==> src/rtl/tvna_pkg.sv <==
// Package for the three-voice note allocator: sizes, codes, cell structs
// and the velocity-to-attenuation function. No dependencies.
package tvna_pkg;

  localparam int unsigned VOICES     = 3;
  localparam int unsigned STAMP_BITS = 32;
  localparam int unsigned VIDX_W     = (VOICES > 1) ? $clog2(VOICES) : 1;
  localparam int unsigned CNT_W      = $clog2(VOICES + 1);

  // Fixed field widths of the channels.
  localparam int unsigned CMD_W   = 2;
  localparam int unsigned NOTE_W  = 7;
  localparam int unsigned VEL_W   = 7;
  localparam int unsigned VOICE_W = 2;
  localparam int unsigned ATT_W   = 4;
  localparam int unsigned MASK_W  = 3;
  localparam int unsigned ACT_W   = 2;

  localparam logic [STAMP_BITS-1:0] STAMP_MAX = '1;
  localparam logic [ATT_W-1:0]      ATT_SILENT = 4'hf;
  localparam logic [MASK_W-1:0]     MASK_RESET = 3'd7;
  localparam logic [ACT_W-1:0]      ACT_MAX    = 2'd3;

  // ceil(2^20 / 254): exact floor division for dividends below 4096.
  localparam logic [12:0] ATT_RECIP = 13'd4129;

  typedef enum logic [CMD_W-1:0] {
    CMD_NOTE_ON  = 2'd0,
    CMD_NOTE_OFF = 2'd1,
    CMD_CLEAR    = 2'd2
  } cmd_e;

  typedef enum logic [1:0] {
    OP_NONE    = 2'd0,
    OP_ASSIGN  = 2'd1,
    OP_RELEASE = 2'd2,
    OP_CLEAR   = 2'd3
  } op_e;

  // Running search result handed from cell to cell.
  typedef struct packed {
    logic                  match_v;
    logic [VIDX_W-1:0]     match_idx;
    logic                  free_v;
    logic [VIDX_W-1:0]     free_idx;
    logic                  old_v;
    logic [VIDX_W-1:0]     old_idx;
    logic [STAMP_BITS-1:0] old_stamp;
  } scan_t;

  localparam scan_t SCAN_INIT = '0;

  // Update broadcast to all cells in the commit cycle.
  typedef struct packed {
    op_e                   op;
    logic [VIDX_W-1:0]     pick;
    logic [STAMP_BITS-1:0] stamp;
  } commit_t;

  typedef struct packed {
    logic active;
    logic freed;
  } cell_status_t;

  // 15 - round(vel * 15 / 127), i.e. 15 - floor((30*vel + 127) / 254).
  function automatic logic [ATT_W-1:0] atten_of(input logic [VEL_W-1:0] vel);
    logic [11:0] x;
    logic [24:0] p;
    x = 12'(vel) * 12'd30 + 12'd127;
    p = 25'(x) * 25'(ATT_RECIP);
    return ATT_SILENT - p[23:20];
  endfunction

endpackage

==> src/rtl/tvna_if.sv <==
// Valid/ready channel interfaces for the note allocator.
// Depends on tvna_pkg.
interface tvna_in_if;
  logic                        valid;
  logic                        ready;
  logic [tvna_pkg::CMD_W-1:0]  cmd;
  logic [tvna_pkg::NOTE_W-1:0] note;
  logic [tvna_pkg::VEL_W-1:0]  velocity;

  modport source (output valid, cmd, note, velocity, input ready);
  modport sink   (input valid, cmd, note, velocity, output ready);
endinterface

interface tvna_out_if;
  logic                         valid;
  logic                         ready;
  logic                         assigned_valid;
  logic [tvna_pkg::VOICE_W-1:0] voice;
  logic                         stolen;
  logic [tvna_pkg::ATT_W-1:0]   voice_attenuation;
  logic [tvna_pkg::MASK_W-1:0]  freed_mask;
  logic [tvna_pkg::ACT_W-1:0]   active_count;
  logic                         any_active;

  modport source (output valid, assigned_valid, voice, stolen, voice_attenuation,
                  freed_mask, active_count, any_active, input ready);
  modport sink   (input valid, assigned_valid, voice, stolen, voice_attenuation,
                  freed_mask, active_count, any_active, output ready);
endinterface

==> src/rtl/tvna_cell.sv <==
// One voice cell: holds busy/note/stamp, adds itself to the passing search
// record, and applies the commit broadcast. Depends on tvna_pkg.
module tvna_cell (
  input  logic                          clk_i,
  input  logic                          rst_ni,
  input  logic [tvna_pkg::VIDX_W-1:0]   idx_i,
  input  logic                          en_i,
  input  logic [tvna_pkg::NOTE_W-1:0]   note_i,
  input  tvna_pkg::scan_t               scan_i,
  output tvna_pkg::scan_t               scan_o,
  input  tvna_pkg::commit_t             cmt_i,
  output tvna_pkg::cell_status_t        status_o
);
  import tvna_pkg::*;

  logic                  busy_q, busy_d;
  logic [NOTE_W-1:0]     note_q, note_d;
  logic [STAMP_BITS-1:0] stamp_q, stamp_d;
  scan_t                 scan_q, scan_d;
  logic                  note_hit;
  logic                  freed;

  assign note_hit = busy_q && (note_q == note_i);

  // search step
  always_comb begin
    scan_d = scan_i;
    if (en_i && note_hit && !scan_i.match_v) begin
      scan_d.match_v   = 1'b1;
      scan_d.match_idx = idx_i;
    end
    if (en_i && !busy_q && !scan_i.free_v) begin
      scan_d.free_v   = 1'b1;
      scan_d.free_idx = idx_i;
    end
    // strict less: equal stamps keep the lower index seen earlier
    if (en_i && (!scan_i.old_v || (stamp_q < scan_i.old_stamp))) begin
      scan_d.old_v     = 1'b1;
      scan_d.old_idx   = idx_i;
      scan_d.old_stamp = stamp_q;
    end
  end

  // commit
  always_comb begin
    busy_d  = busy_q;
    note_d  = note_q;
    stamp_d = stamp_q;
    freed   = 1'b0;
    unique case (cmt_i.op)
      OP_ASSIGN: begin
        if (cmt_i.pick == idx_i) begin
          busy_d  = 1'b1;
          note_d  = note_i;
          stamp_d = cmt_i.stamp;
        end
      end
      OP_RELEASE: begin
        if (note_hit) begin
          busy_d  = 1'b0;
          note_d  = '0;
          stamp_d = '0;
          freed   = 1'b1;
        end
      end
      OP_CLEAR: begin
        busy_d  = 1'b0;
        note_d  = '0;
        stamp_d = '0;
        freed   = busy_q;
      end
      default: ;
    endcase
  end

  assign status_o = '{active: en_i && busy_q, freed: freed};
  assign scan_o   = scan_q;

  always_ff @(posedge clk_i or negedge rst_ni) begin
    if (!rst_ni) begin
      busy_q  <= 1'b0;
      note_q  <= '0;
      stamp_q <= '0;
      scan_q  <= SCAN_INIT;
    end else begin
      busy_q  <= busy_d;
      note_q  <= note_d;
      stamp_q <= stamp_d;
      scan_q  <= scan_d;
    end
  end

endmodule

==> src/rtl/three_voice_note_allocator_unit.sv <==
// Three-voice note allocator, top level: control sequencer, stamp counter,
// result register and the chain of voice cells. Depends on tvna_pkg,
// tvna_if and tvna_cell.
//
// Usage:
//   in_ch  (sink)   : one note event per item: cmd, note, velocity.
//   out_ch (source) : exactly one result item per accepted event.
//   cfg_we_i/cfg_wdata_i : writes voice_enable_mask; write only while idle.
// Timing:
//   An accepted item runs a search record through the voice cells, one cell
//   per cycle, then a commit state updates the chosen cells and a load state
//   counts active voices and loads the result. One item is in flight at a
//   time: the next item is taken only once the result has been loaded.
// Stall:
//   The result register holds its item until out_ch.ready. While it is full
//   the next item is still accepted and searched; it waits before loading.
// Reset:
//   All voices free, notes and stamps zero, stamp counter zero, enable mask
//   7, no result pending, in_ch ready once reset is released.
module three_voice_note_allocator_unit (
  input  logic                      clk_i,
  input  logic                      rst_ni,
  tvna_in_if.sink                   in_ch,
  tvna_out_if.source                out_ch,
  input  logic                      cfg_we_i,
  input  logic [tvna_pkg::MASK_W-1:0] cfg_wdata_i
);
  import tvna_pkg::*;

  typedef enum logic [3:0] {
    ST_IDLE   = 4'b0001,
    ST_SCAN   = 4'b0010,
    ST_COMMIT = 4'b0100,
    ST_LOAD   = 4'b1000
  } state_e;

  state_e state_q, state_d;

  logic [MASK_W-1:0]     mask_q;
  logic [STAMP_BITS-1:0] stamp_q, stamp_d, stamp_next;
  logic [VIDX_W-1:0]     cnt_q, cnt_d;

  // accepted event
  logic [CMD_W-1:0]  cmd_q;
  logic [NOTE_W-1:0] note_q;
  logic [ATT_W-1:0]  att_q;

  // result held between commit and load
  logic              pend_asg_q, pend_asg_d;
  logic [VIDX_W-1:0] pend_voice_q, pend_voice_d;
  logic              pend_stolen_q, pend_stolen_d;
  logic [MASK_W-1:0] pend_freed_q, pend_freed_d;

  // output register
  logic              out_valid_q;
  logic              out_asg_q;
  logic [VOICE_W-1:0] out_voice_q;
  logic              out_stolen_q;
  logic [ATT_W-1:0]  out_att_q;
  logic [MASK_W-1:0] out_freed_q;
  logic [ACT_W-1:0]  out_act_q;

  scan_t        scan_w [VOICES+1];
  commit_t      cmt;
  cell_status_t status_w [VOICES];
  scan_t        fin;

  logic              in_acc;
  logic              load;
  logic [MASK_W-1:0] freed_now;
  logic [CNT_W-1:0]  act_sum;
  logic [ACT_W-1:0]  act_sat;

  // ---------------------------------------------------------------- cells
  assign scan_w[0] = SCAN_INIT;

  for (genvar g = 0; g < VOICES; g++) begin : g_cell
    logic en;
    if (g < MASK_W) begin : g_en
      assign en = mask_q[g];
    end else begin : g_dis
      assign en = 1'b0;   // voices past the mask are never enabled
    end

    tvna_cell u_cell (
      .clk_i    (clk_i),
      .rst_ni   (rst_ni),
      .idx_i    (VIDX_W'(g)),
      .en_i     (en),
      .note_i   (note_q),
      .scan_i   (scan_w[g]),
      .scan_o   (scan_w[g+1]),
      .cmt_i    (cmt),
      .status_o (status_w[g])
    );
  end

  assign fin = scan_w[VOICES];

  // ----------------------------------------------------------- handshakes
  // no item is taken while reset is held
  assign in_ch.ready = rst_ni && (state_q == ST_IDLE);
  assign in_acc      = in_ch.valid && in_ch.ready;
  assign load        = (state_q == ST_LOAD) && (!out_valid_q || out_ch.ready);

  assign stamp_next = (stamp_q == STAMP_MAX) ? stamp_q : stamp_q + 1'b1;

  // ------------------------------------------------------ commit decision
  always_comb begin
    cmt.op        = OP_NONE;
    cmt.pick      = '0;
    cmt.stamp     = stamp_next;
    pend_asg_d    = pend_asg_q;
    pend_voice_d  = pend_voice_q;
    pend_stolen_d = pend_stolen_q;
    pend_freed_d  = pend_freed_q;
    stamp_d       = stamp_q;

    if (state_q == ST_COMMIT) begin
      pend_asg_d    = 1'b0;
      pend_voice_d  = '0;
      pend_stolen_d = 1'b0;
      if (cmd_q == CMD_NOTE_ON) begin
        // same note, then free voice, then steal the oldest
        priority if (fin.match_v) begin
          cmt.op   = OP_ASSIGN;
          cmt.pick = fin.match_idx;
        end else if (fin.free_v) begin
          cmt.op   = OP_ASSIGN;
          cmt.pick = fin.free_idx;
        end else if (fin.old_v) begin
          cmt.op        = OP_ASSIGN;
          cmt.pick      = fin.old_idx;
          pend_stolen_d = 1'b1;
        end else begin
          cmt.op = OP_NONE;   // no enabled voice: counter holds
        end
        if (cmt.op == OP_ASSIGN) begin
          pend_asg_d   = 1'b1;
          pend_voice_d = cmt.pick;
          stamp_d      = stamp_next;
        end
      end else if (cmd_q == CMD_NOTE_OFF) begin
        cmt.op = OP_RELEASE;
      end else if (cmd_q == CMD_CLEAR) begin
        cmt.op  = OP_CLEAR;
        stamp_d = '0;
      end
      pend_freed_d = freed_now;
    end
  end

  always_comb begin
    freed_now = '0;
    for (int unsigned v = 0; v < VOICES; v++) begin
      if (v < MASK_W) begin
        freed_now[v] = status_w[v].freed;
      end
    end
  end

  always_comb begin
    act_sum = '0;
    for (int unsigned v = 0; v < VOICES; v++) begin
      act_sum = act_sum + CNT_W'(status_w[v].active);
    end
  end

  assign act_sat = (act_sum > CNT_W'(ACT_MAX)) ? ACT_MAX : ACT_W'(act_sum);

  // ---------------------------------------------------------- sequencer
  always_comb begin
    state_d = state_q;
    cnt_d   = cnt_q;
    unique case (state_q)
      ST_IDLE: begin
        cnt_d = '0;
        if (in_acc) begin
          state_d = ST_SCAN;
        end
      end
      ST_SCAN: begin
        cnt_d = cnt_q + 1'b1;
        if (cnt_q == VIDX_W'(VOICES - 1)) begin
          state_d = ST_COMMIT;
        end
      end
      ST_COMMIT: begin
        state_d = ST_LOAD;
      end
      ST_LOAD: begin
        if (load) begin
          state_d = ST_IDLE;
        end
      end
      default: state_d = ST_IDLE;
    endcase
  end

  always_ff @(posedge clk_i or negedge rst_ni) begin
    if (!rst_ni) begin
      state_q     <= ST_IDLE;
      cnt_q       <= '0;
      mask_q      <= MASK_RESET;
      stamp_q     <= '0;
      out_valid_q <= 1'b0;
    end else begin
      state_q <= state_d;
      cnt_q   <= cnt_d;
      stamp_q <= stamp_d;
      if (cfg_we_i) begin
        mask_q <= cfg_wdata_i;
      end
      if (load) begin
        out_valid_q <= 1'b1;
      end else if (out_ch.ready) begin
        out_valid_q <= 1'b0;
      end
    end
  end

  // payload registers
  always_ff @(posedge clk_i) begin
    if (in_acc) begin
      cmd_q  <= in_ch.cmd;
      note_q <= in_ch.note;
      att_q  <= atten_of(in_ch.velocity);
    end
    pend_asg_q    <= pend_asg_d;
    pend_voice_q  <= pend_voice_d;
    pend_stolen_q <= pend_stolen_d;
    pend_freed_q  <= pend_freed_d;
    if (load) begin
      out_asg_q    <= pend_asg_q;
      out_voice_q  <= VOICE_W'(pend_voice_q);
      out_stolen_q <= pend_stolen_q;
      out_att_q    <= pend_asg_q ? att_q : ATT_SILENT;
      out_freed_q  <= pend_freed_q;
      out_act_q    <= act_sat;
    end
  end

  assign out_ch.valid             = out_valid_q;
  assign out_ch.assigned_valid    = out_asg_q;
  assign out_ch.voice             = out_voice_q;
  assign out_ch.stolen            = out_stolen_q;
  assign out_ch.voice_attenuation = out_att_q;
  assign out_ch.freed_mask        = out_freed_q;
  assign out_ch.active_count      = out_act_q;
  assign out_ch.any_active        = (out_act_q != '0);

endmodule

==> src/flat_wrapper.sv <==
// flat-port wrapper written by rule: the top's interface ports become plain ports
module three_voice_note_allocator_unit_flat import tvna_pkg::*;
  (clk_i, rst_ni, cfg_we_i, cfg_wdata_i, in_ch_valid, in_ch_cmd, in_ch_note, in_ch_velocity, in_ch_ready, out_ch_valid, out_ch_assigned_valid, out_ch_voice, out_ch_stolen, out_ch_voice_attenuation, out_ch_freed_mask, out_ch_active_count, out_ch_any_active, out_ch_ready);
  tvna_in_if in_ch_i ();
  tvna_out_if out_ch_i ();
  input  logic clk_i;
  input  logic rst_ni;
  input  logic cfg_we_i;
  input  logic [tvna_pkg::MASK_W-1:0] cfg_wdata_i;
  input wire logic [$bits(in_ch_i.valid)-1:0] in_ch_valid;
  input wire logic [$bits(in_ch_i.cmd)-1:0] in_ch_cmd;
  input wire logic [$bits(in_ch_i.note)-1:0] in_ch_note;
  input wire logic [$bits(in_ch_i.velocity)-1:0] in_ch_velocity;
  output wire logic [$bits(in_ch_i.ready)-1:0] in_ch_ready;
  output wire logic [$bits(out_ch_i.valid)-1:0] out_ch_valid;
  output wire logic [$bits(out_ch_i.assigned_valid)-1:0] out_ch_assigned_valid;
  output wire logic [$bits(out_ch_i.voice)-1:0] out_ch_voice;
  output wire logic [$bits(out_ch_i.stolen)-1:0] out_ch_stolen;
  output wire logic [$bits(out_ch_i.voice_attenuation)-1:0] out_ch_voice_attenuation;
  output wire logic [$bits(out_ch_i.freed_mask)-1:0] out_ch_freed_mask;
  output wire logic [$bits(out_ch_i.active_count)-1:0] out_ch_active_count;
  output wire logic [$bits(out_ch_i.any_active)-1:0] out_ch_any_active;
  input wire logic [$bits(out_ch_i.ready)-1:0] out_ch_ready;
  assign in_ch_i.valid = in_ch_valid;
  assign in_ch_i.cmd = in_ch_cmd;
  assign in_ch_i.note = in_ch_note;
  assign in_ch_i.velocity = in_ch_velocity;
  assign in_ch_ready = in_ch_i.ready;
  assign out_ch_valid = out_ch_i.valid;
  assign out_ch_assigned_valid = out_ch_i.assigned_valid;
  assign out_ch_voice = out_ch_i.voice;
  assign out_ch_stolen = out_ch_i.stolen;
  assign out_ch_voice_attenuation = out_ch_i.voice_attenuation;
  assign out_ch_freed_mask = out_ch_i.freed_mask;
  assign out_ch_active_count = out_ch_i.active_count;
  assign out_ch_any_active = out_ch_i.any_active;
  assign out_ch_i.ready = out_ch_ready;
  three_voice_note_allocator_unit u_core (.clk_i(clk_i), .rst_ni(rst_ni), .in_ch(in_ch_i), .out_ch(out_ch_i), .cfg_we_i(cfg_we_i), .cfg_wdata_i(cfg_wdata_i));
endmodule
==> config.mk <==
export PLATFORM = sky130hd
export DESIGN_NAME = three_voice_note_allocator_unit_flat
export DESIGN_NICKNAME = d
export VERILOG_FILES = /design/src/rtl/tvna_pkg.sv /design/src/rtl/tvna_if.sv /design/src/rtl/tvna_cell.sv /design/src/rtl/three_voice_note_allocator_unit.sv /design/src/flat_wrapper.sv
export SDC_FILE = /design/constraint.sdc
export NUM_CORES = 1
export LEC_CHECK = 0
export ABC_AREA = 0
export BUFFER_PORTS_ARGS = -buffer_cell sky130_fd_sc_hd__clkbuf_2
export CORE_AREA = 2 2 191 193
export CTS_CLUSTER_DIAMETER = 150
export DETAILED_ROUTE_END_ITERATION = 10
export DIE_AREA = 0 0 193 195
export PLACE_DENSITY = 0.54
export SLEW_MARGIN = 20
export SYNTH_ARGS = -nofsm -noshare
export SYNTH_HDL_FRONTEND = slang
export SYNTH_SLANG_ARGS = --single-unit
==> constraint.sdc <==
create_clock -name clk_i -period 6.5 [get_ports clk_i]
set_clock_uncertainty 0.05 [all_clocks]
set_input_delay 0.975 -clock clk_i [delete_from_list [all_inputs] [get_ports clk_i]]
set_output_delay 0.975 -clock clk_i [all_outputs]
set_load 0.01 [all_outputs]
==> results.ini, run 1 <==
[global_routing]
grt_start_max_net_pins = 70
grt_pass1_wl_mm = 50.9
busiest_layer = met2
grt_pass1_vias = 9544
use_met3 = 0.0201
grt_antenna_before_repair = 1
grtUsageMet2 = 0.274
met1_usage = 0.243
track_usage = 0.168
grt_remaining_overflow = 0

[finish]
final_nets = 1503
finalInstanceArea_um2 = 16500
areaGrowthSynthToFinish_pct = 14.1
fin_util = 0.467
layout_common_cells = dfrtp_1, mux2_2, ha_1, inv_1, nor2_1
diodes = 0
mostFrequentLayoutCell = dfrtp_1
drive_above_1_share = 0.221

[synthesis]
yosysSeqAreaShare = 0.490
ys_warn_count = 0
async_flop_share = 0.881
syn_inst = 1273
syn_nets = 1427
synth_edf_count = 33
synthFlopType = dfrtp_1
avgSynthCellArea_um2 = 11.4
ys_ff_latch = 277
yosysUniqueCellTypes = 64
synth_area_um2 = 14500

[clock_tree]
htree_levels = 1
cts_tree = yes
cts_buffer_depth = 3
clkSlewWorstSetupHoldPaths_ns = 0.06
cts.sinks = 277
root_buffer = clkbuf_16
cts_hold_buf = 0
cts_buffers = 31
clk_latency_ns = 0.57

[routing]
ant_nets = 0
wire_per_inst_um = 16.5
drtIter0Drc = 388
drcViolationCount = 0
vias = 9276
dr.pass1.iters = 4
drt-vias-per-instance = 5.06
wirelength_mm = 30.2

[pwr]
p_clk_frac = 0.376
p_leak_nw = 7.96
p_int_mw = 3.39
swShare = 0.282
peakVddDrop_mv = 0.190
p_total_mw = 4.71
power_frac_seq = 0.392
combPwrFrac = 0.232
power_density_nw_per_um2 = 285
power_switching_mw = 1.33

[setup_path]
arrival_ns = 6.38
worstSetupPathType = in2reg
start_kind = input pin
cp_slowest_cell = fa_1
required_ns = 6.77
cp_common_cell = ha_1
cp_top_family = adder cells
crit_cells = 25
max_stage_delay_ns = 0.51
cp-end-kind = flip-flop
r2r_cells = 9
r2r_slack_ns = 3.16
path_buf_inv = 5
critPathMaxFanout = 4

[sta]
setup_tns_ns = 0
rsz0062_at_grt = false
fin_crit_ns = 6.11
whs_ns = 0.326
setup_viol = 0
slew_viol_final = 0
timing.slew.headroom = 0.406
hold_viol = 0
worstMarginPinSlew_ns = 0.891
post-route-period-util = 0.939
fmax_mhz = 164

[placement]
port-buffer-count = 39
dp_hpwl_mm = 20.5
gp_congestion = 0.787
place_area_um2 = 15500

[floorplan]
initial_core_util = 0.409
die_x_um = 193
rows = 69
dieArea_um2 = 37600
core_area_um2 = 35400
die_y_um = 195
io_pins = 40

[outcome]
outcome = finished clean

[hold_path]
min_path_type = in2async

[job]
cap_violations = 0

sequential cells by signal (all words and copies together) (netlist names), 4 cells and up:
register and count:
u_core.g_cell.u_cell.stamp_q 96, u_core.stamp_q 32, u_core.g_cell.u_cell.scan_o 82, u_core.g_cell.u_cell.note_q 21, u_core.state_q 4, u_core.att_q 4
u_core.note_q 7, u_core.out_ch.voice_attenuation 4
cell type report:
type	count	area, um2
repair buffers	81	520
clock inverters	10	110
clock buffers	48	940
multi-input cells	855	6890
inverters	103	387
well taps	461	577
fillers	3318	18900
flip-flops and latches	277	7100
power by group through the flow:
stage               combinational [mW]  sequential (mW)  clock (mW)
floorplan                        0.736             1.86           0
global placement                  1.07             1.88           0
finish                            1.09             1.85        1.77
global route                      1.29             1.85        1.90
CTS                               1.11             1.85        1.83
detailed placement                1.09             1.88           0
stage by stage:
| step | instances | setup WS (ns) |
|---|---|---|
| floorplan | 1273 | 0.0183 |
| global placement | 1777 | -0.105 |
| detailed placement | 1777 | -0.162 |
| CTS | 1835 | 0.413 |
| global route | 1835 | 0.0281 |
| finish | 1835 | 0.395 |
layer usage:
layer	wire length (um)	vias up
li1	-	4579
met1	14600	4556
met2	14200	110
met3	930	31
met4	460	0
met5	0	-
kinds of logic (layout without fill, tap and decap cells):
family          after synthesis  count (layout)  share of synthesized area
simple gates                321             321                      0.114
flops                       277             277                      0.490
compound gates              190             190                     0.0834
mux                         151             151                      0.117
buf+inv                     141             242                     0.0373
fa+ha+maj                   130             130                      0.119
xor+xnor                     63              63                     0.0386
final timing paths:
path                                                           from                                 end
worst min-delay path                                         rst_ni  u_core.g_cell[1].u_cell.scan_o[17]
max in group asynchronous                                    rst_ni   u_core.g_cell[2].u_cell.note_q[6]
worst min register to register   u_core.g_cell[0].u_cell.scan_o[37]  u_core.g_cell[1].u_cell.scan_o[35]
worst max register to register  u_core.g_cell[1].u_cell.stamp_q[25]   u_core.g_cell[1].u_cell.scan_o[5]
min in group clk_i               u_core.g_cell[0].u_cell.scan_o[37]  u_core.g_cell[1].u_cell.scan_o[35]
worst max-delay path                              in_ch_velocity[1]                     u_core.att_q[1]
synth_stat cells, types with 2 or more instances:
| cell type | number | area, um2 |
|---|---|---|
| a211o_1 | 2 | 17.5 |
| a211oi_1 | 6 | 45.0 |
| a21o_1 | 19 | 143 |
| a21oi_1 | 43 | 215 |
| a22o_1 | 2 | 17.5 |
| a22oi_1 | 2 | 15.0 |
| a31oi_1 | 11 | 68.8 |
| and2_1 | 51 | 319 |
| and3_1 | 11 | 68.8 |
| buf_1 | 4 | 15.0 |
| buf_2 | 3 | 15.0 |
| clkbuf_1 | 30 | 113 |
| dfrtp_1 | 240 | 6010 |
| dfstp_2 | 4 | 105 |
| edfxtp_1 | 33 | 991 |
| fa_1 | 13 | 260 |
| ha_1 | 117 | 1460 |
| inv_1 | 103 | 387 |
| mux2_2 | 150 | 1690 |
| nand2_1 | 58 | 218 |
| nand2b_1 | 17 | 106 |
| nand3_1 | 19 | 95.1 |
| nand4_1 | 21 | 131 |
| nor2_1 | 86 | 323 |
| nor2b_1 | 17 | 106 |
| nor3_1 | 16 | 80.1 |
| nor3b_1 | 2 | 15.0 |
| nor4_1 | 6 | 37.5 |
| o2111a_1 | 2 | 22.5 |
| o211a_1 | 4 | 40.0 |
| o211ai_1 | 2 | 15.0 |
| o21a_1 | 4 | 30.0 |
| o21ai_0 | 60 | 300 |
| o31ai_1 | 19 | 143 |
| o41ai_1 | 2 | 17.5 |
| or2_2 | 4 | 25.0 |
| or3_1 | 3 | 18.8 |
| xnor2_1 | 38 | 333 |
| xor2_1 | 24 | 210 |
timing repair:
action                                  in CTS  in global routing
endpoints found under the setup margin       0                  1
buffers inserted                             0                  0
gates resized for setup                      0                  1
Note: power is estimated with default switching activity, not from simulation.
==> inputs of run 2 (changes only) <==
--- a/config.mk
+++ b/config.mk
@@ -5,12 +5,12 @@
 export SDC_FILE = /design/constraint.sdc
 export NUM_CORES = 1
 export LEC_CHECK = 0
-export ABC_AREA = 0
+export ABC_AREA = 1
 export BUFFER_PORTS_ARGS = -buffer_cell sky130_fd_sc_hd__clkbuf_2
-export CORE_AREA = 2 2 191 193
+export CORE_AREA = 2 2 194 196
 export CTS_CLUSTER_DIAMETER = 150
 export DETAILED_ROUTE_END_ITERATION = 10
-export DIE_AREA = 0 0 193 195
+export DIE_AREA = 0 0 196 198
 export PLACE_DENSITY = 0.54
 export SLEW_MARGIN = 20
 export SYNTH_ARGS = -nofsm -noshare
==> run 2 against run 1 <==
  * Utilization is 1.7 points lower
  * Global-route usage is 1.0 points higher
  * Design area is 0.51% higher
  * Sequential power is 5% higher
  * Flip-flop and latch count stayed put
  * Cell count is 25% higher
  * Sequential share of layout area is 0.22 points lower
  * Wire length is 9.2% higher
  * Worst hold slack worse by 0.042 ns
  * Largest cell class unchanged
  * Fmax is 5.6% higher
==> results.ini, run 2 <==
[clock_tree]
cts_buffers = 31
clk_latency_ns = 0.57
cts_tree = yes
htree_levels = 1
cts_buffer_depth = 3
cts_hold_buf = 0
post-cts-setup-buffers = 0
ctsResizeCount = 0
cts.sinks = 277
root_buffer = clkbuf_16
clkSlewWorstSetupHoldPaths_ns = 0.06

[sta]
hold_viol = 0
setup_tns_ns = 0
post-route-period-util = 0.890
worstMarginPinSlew_ns = 0.954
fin_crit_ns = 5.78
fmax_mhz = 173
setup_viol = 0
slew_viol_final = 0
rsz0062_at_grt = false
timing.slew.headroom = 0.362

[floorplan]
core_area_um2 = 37000
die_x_um = 196
io_pins = 40
rows = 71
die_y_um = 198
dieArea_um2 = 38800
initial_core_util = 0.405

[pwr]
p_total_mw = 4.82
power_density_nw_per_um2 = 290
peakVddDrop_mv = 0.204
p_leak_nw = 8.56

[synthesis]
yosysTopAreaCell = dfrtp_1
ys_warn_count = 0
synth_top_area_frac = 0.402
syn_inst = 1755
synth_area_um2 = 15000
yosysSeqAreaShare = 0.475
ys_ff_latch = 277
synthFlopType = dfrtp_1
synth_area_leaders = dfrtp_1, nand2_1, ha_1, edfxtp_1, inv_1
async_flop_share = 0.881
syn_nets = 1909
yosysUniqueCellTypes = 47
synth_edf_count = 33
synth_commonest_cells = nand2_1, dfrtp_1, inv_1
synth_most_common_cell = nand2_1
avgSynthCellArea_um2 = 8.52

[global_routing]
grt_antenna_before_repair = 0
grt_pass1_vias = 11100
grt_start_max_net_pins = 70
grt_remaining_overflow = 0
grt_pass1_wl_mm = 56.2
track_usage = 0.179

[finish]
mostFrequentLayoutCell = nand2_1
diodes = 0
finalNonFillerCells = 2286
regMostFlops = u_core.g_cell.u_cell.stamp_q
n_fill_cell = 3657
finalInstanceArea_um2 = 16600
fin_util = 0.450
layout_common_cells = nand2_1, dfrtp_1, inv_1, ha_1, o21ai_1
drive_above_1_share = 0.0883
final_nets = 1942
areaGrowthSynthToFinish_pct = 11.1
largest_reg_flops = 96

[routing]
dr.pass1.iters = 4
wirelength_mm = 33.0
routed.top_layer = met4
drt-vias-per-instance = 4.80
drtIter0Drc = 562
wire_per_inst_um = 14.4
drcViolationCount = 0
vias = 11000
ant_nets = 0
dr_wl_met3_um = 914
met1_length_mm = 15.7
routed-wl-met2_mm = 15.7

[setup_path]
max_stage_delay_ns = 0.51
critPathMaxFanout = 5
required_ns = 6.77
cp_slowest_cell = fa_1
worstSetupPathType = in2reg
cp_top_family = adder cells
path_buf_inv = 6
cp-end-kind = flip-flop
arrival_ns = 6.05
cp_common_cell = nand2_1
start_kind = input pin

[outcome]
outcome = finished clean

[job]
cap_violations = 0

[placement]
port-buffer-count = 39
place_area_um2 = 15500
gp_congestion = 0.860
dp_hpwl_mm = 23.2
dpl.cell_count = 2229

[hold_path]
min_path_type = in2async

[run 2: cell types whose count changed after synthesis, moves of 15 or more]
cell	change
nand2_1	+523
nand2b_1	-17
nand3_1	+42
xor2_1	+16
mux2_2	-150
o21ai_1	+77
inv_2	+15
o31ai_1	-19
inv_1	+126
a21o_1	-17
and2_1	-50
xnor2_1	-22
nor2b_1	-17
[run 2: worst paths after layout]
check | startpoint | endpoint | slack, ns | depth (start not counted)
max | in_ch_velocity[5] | u_core.att_q[2] | 0.72 | 29
min | rst_ni | u_core.g_cell[2].u_cell.scan_o[35] | 0.28 | 1
max reg2reg | u_core.cmd_q[0] | u_core.g_cell[0].u_cell.stamp_q[1] | 3.11 | 11
min reg2reg | u_core.pend_stolen_q | u_core.out_ch.stolen | 0.37 | 0
max in group asynchronous | rst_ni | u_core.g_cell[2].u_cell.stamp_q[4] | 4.84 | 2
min in group clk_i | u_core.pend_stolen_q | u_core.out_ch.stolen | 0.37 | 0
[run 2: cell families after synthesis]
kind of cell,Yosys count,share of synthesized area
AO/OA/AOI/OAI,198,0.0714
XOR/XNOR,56,0.0328
buffers and inverters,295,0.0814
AND/OR/NAND/NOR,799,0.224
adder cells (fa/ha/maj),130,0.115
flip-flops,277,0.475
[run 2: where the power goes]
group,internal [mW],switching [mW],total (mW),leakage (nW)
clock network,1.11,0.712,1.82,0.529
registers,1.87,0.0813,1.95,3.66
logic,0.400,0.650,1.05,4.36
total,3.38,1.44,4.82,8.56
[run 2: layout make-up]
| cell class | instances | area, um2 | area share |
|---|---|---|---|
| clock inverter | 19 | 229 | 0.0138 |
| multi-input combinational | 1183 | 6650 | 0.400 |
| tap | 474 | 593 | 0.0357 |
| inverter | 245 | 922 | 0.0555 |
| timing repair buffer | 50 | 288 | 0.0173 |
| sequential | 277 | 7100 | 0.428 |
| clock buffer | 38 | 832 | 0.0501 |
[run 2: per-layer routing]
layer,global-route usage,vias up
li1,-,5609
met1,0.240,5212
met2,0.311,121
met3,0.0179,39
met4,0.0460,0
met5,0,-
[run 2: worst reg2reg max path, cell delays in order, from the launching register on]
cell      delay [ns]
edfxtp_1        0.36
inv_1           0.07
ha_1            0.28
inv_1           0.09
nor2_8          0.45
inv_2           0.43
o21ai_2         0.17
nand2_2         0.55
buf_4           0.48
inv_2           0.25
nand2_1         0.10
nand2_1         0.07
[run 2: per-stage QoR]
stage	hold slack (ns)	worst slack, ns
floorplan	0.338	0.523
global route	0.299	0.284
global placement	0.361	0.255
CTS	0.276	0.736
detailed placement	0.358	0.144
finish	0.284	0.717
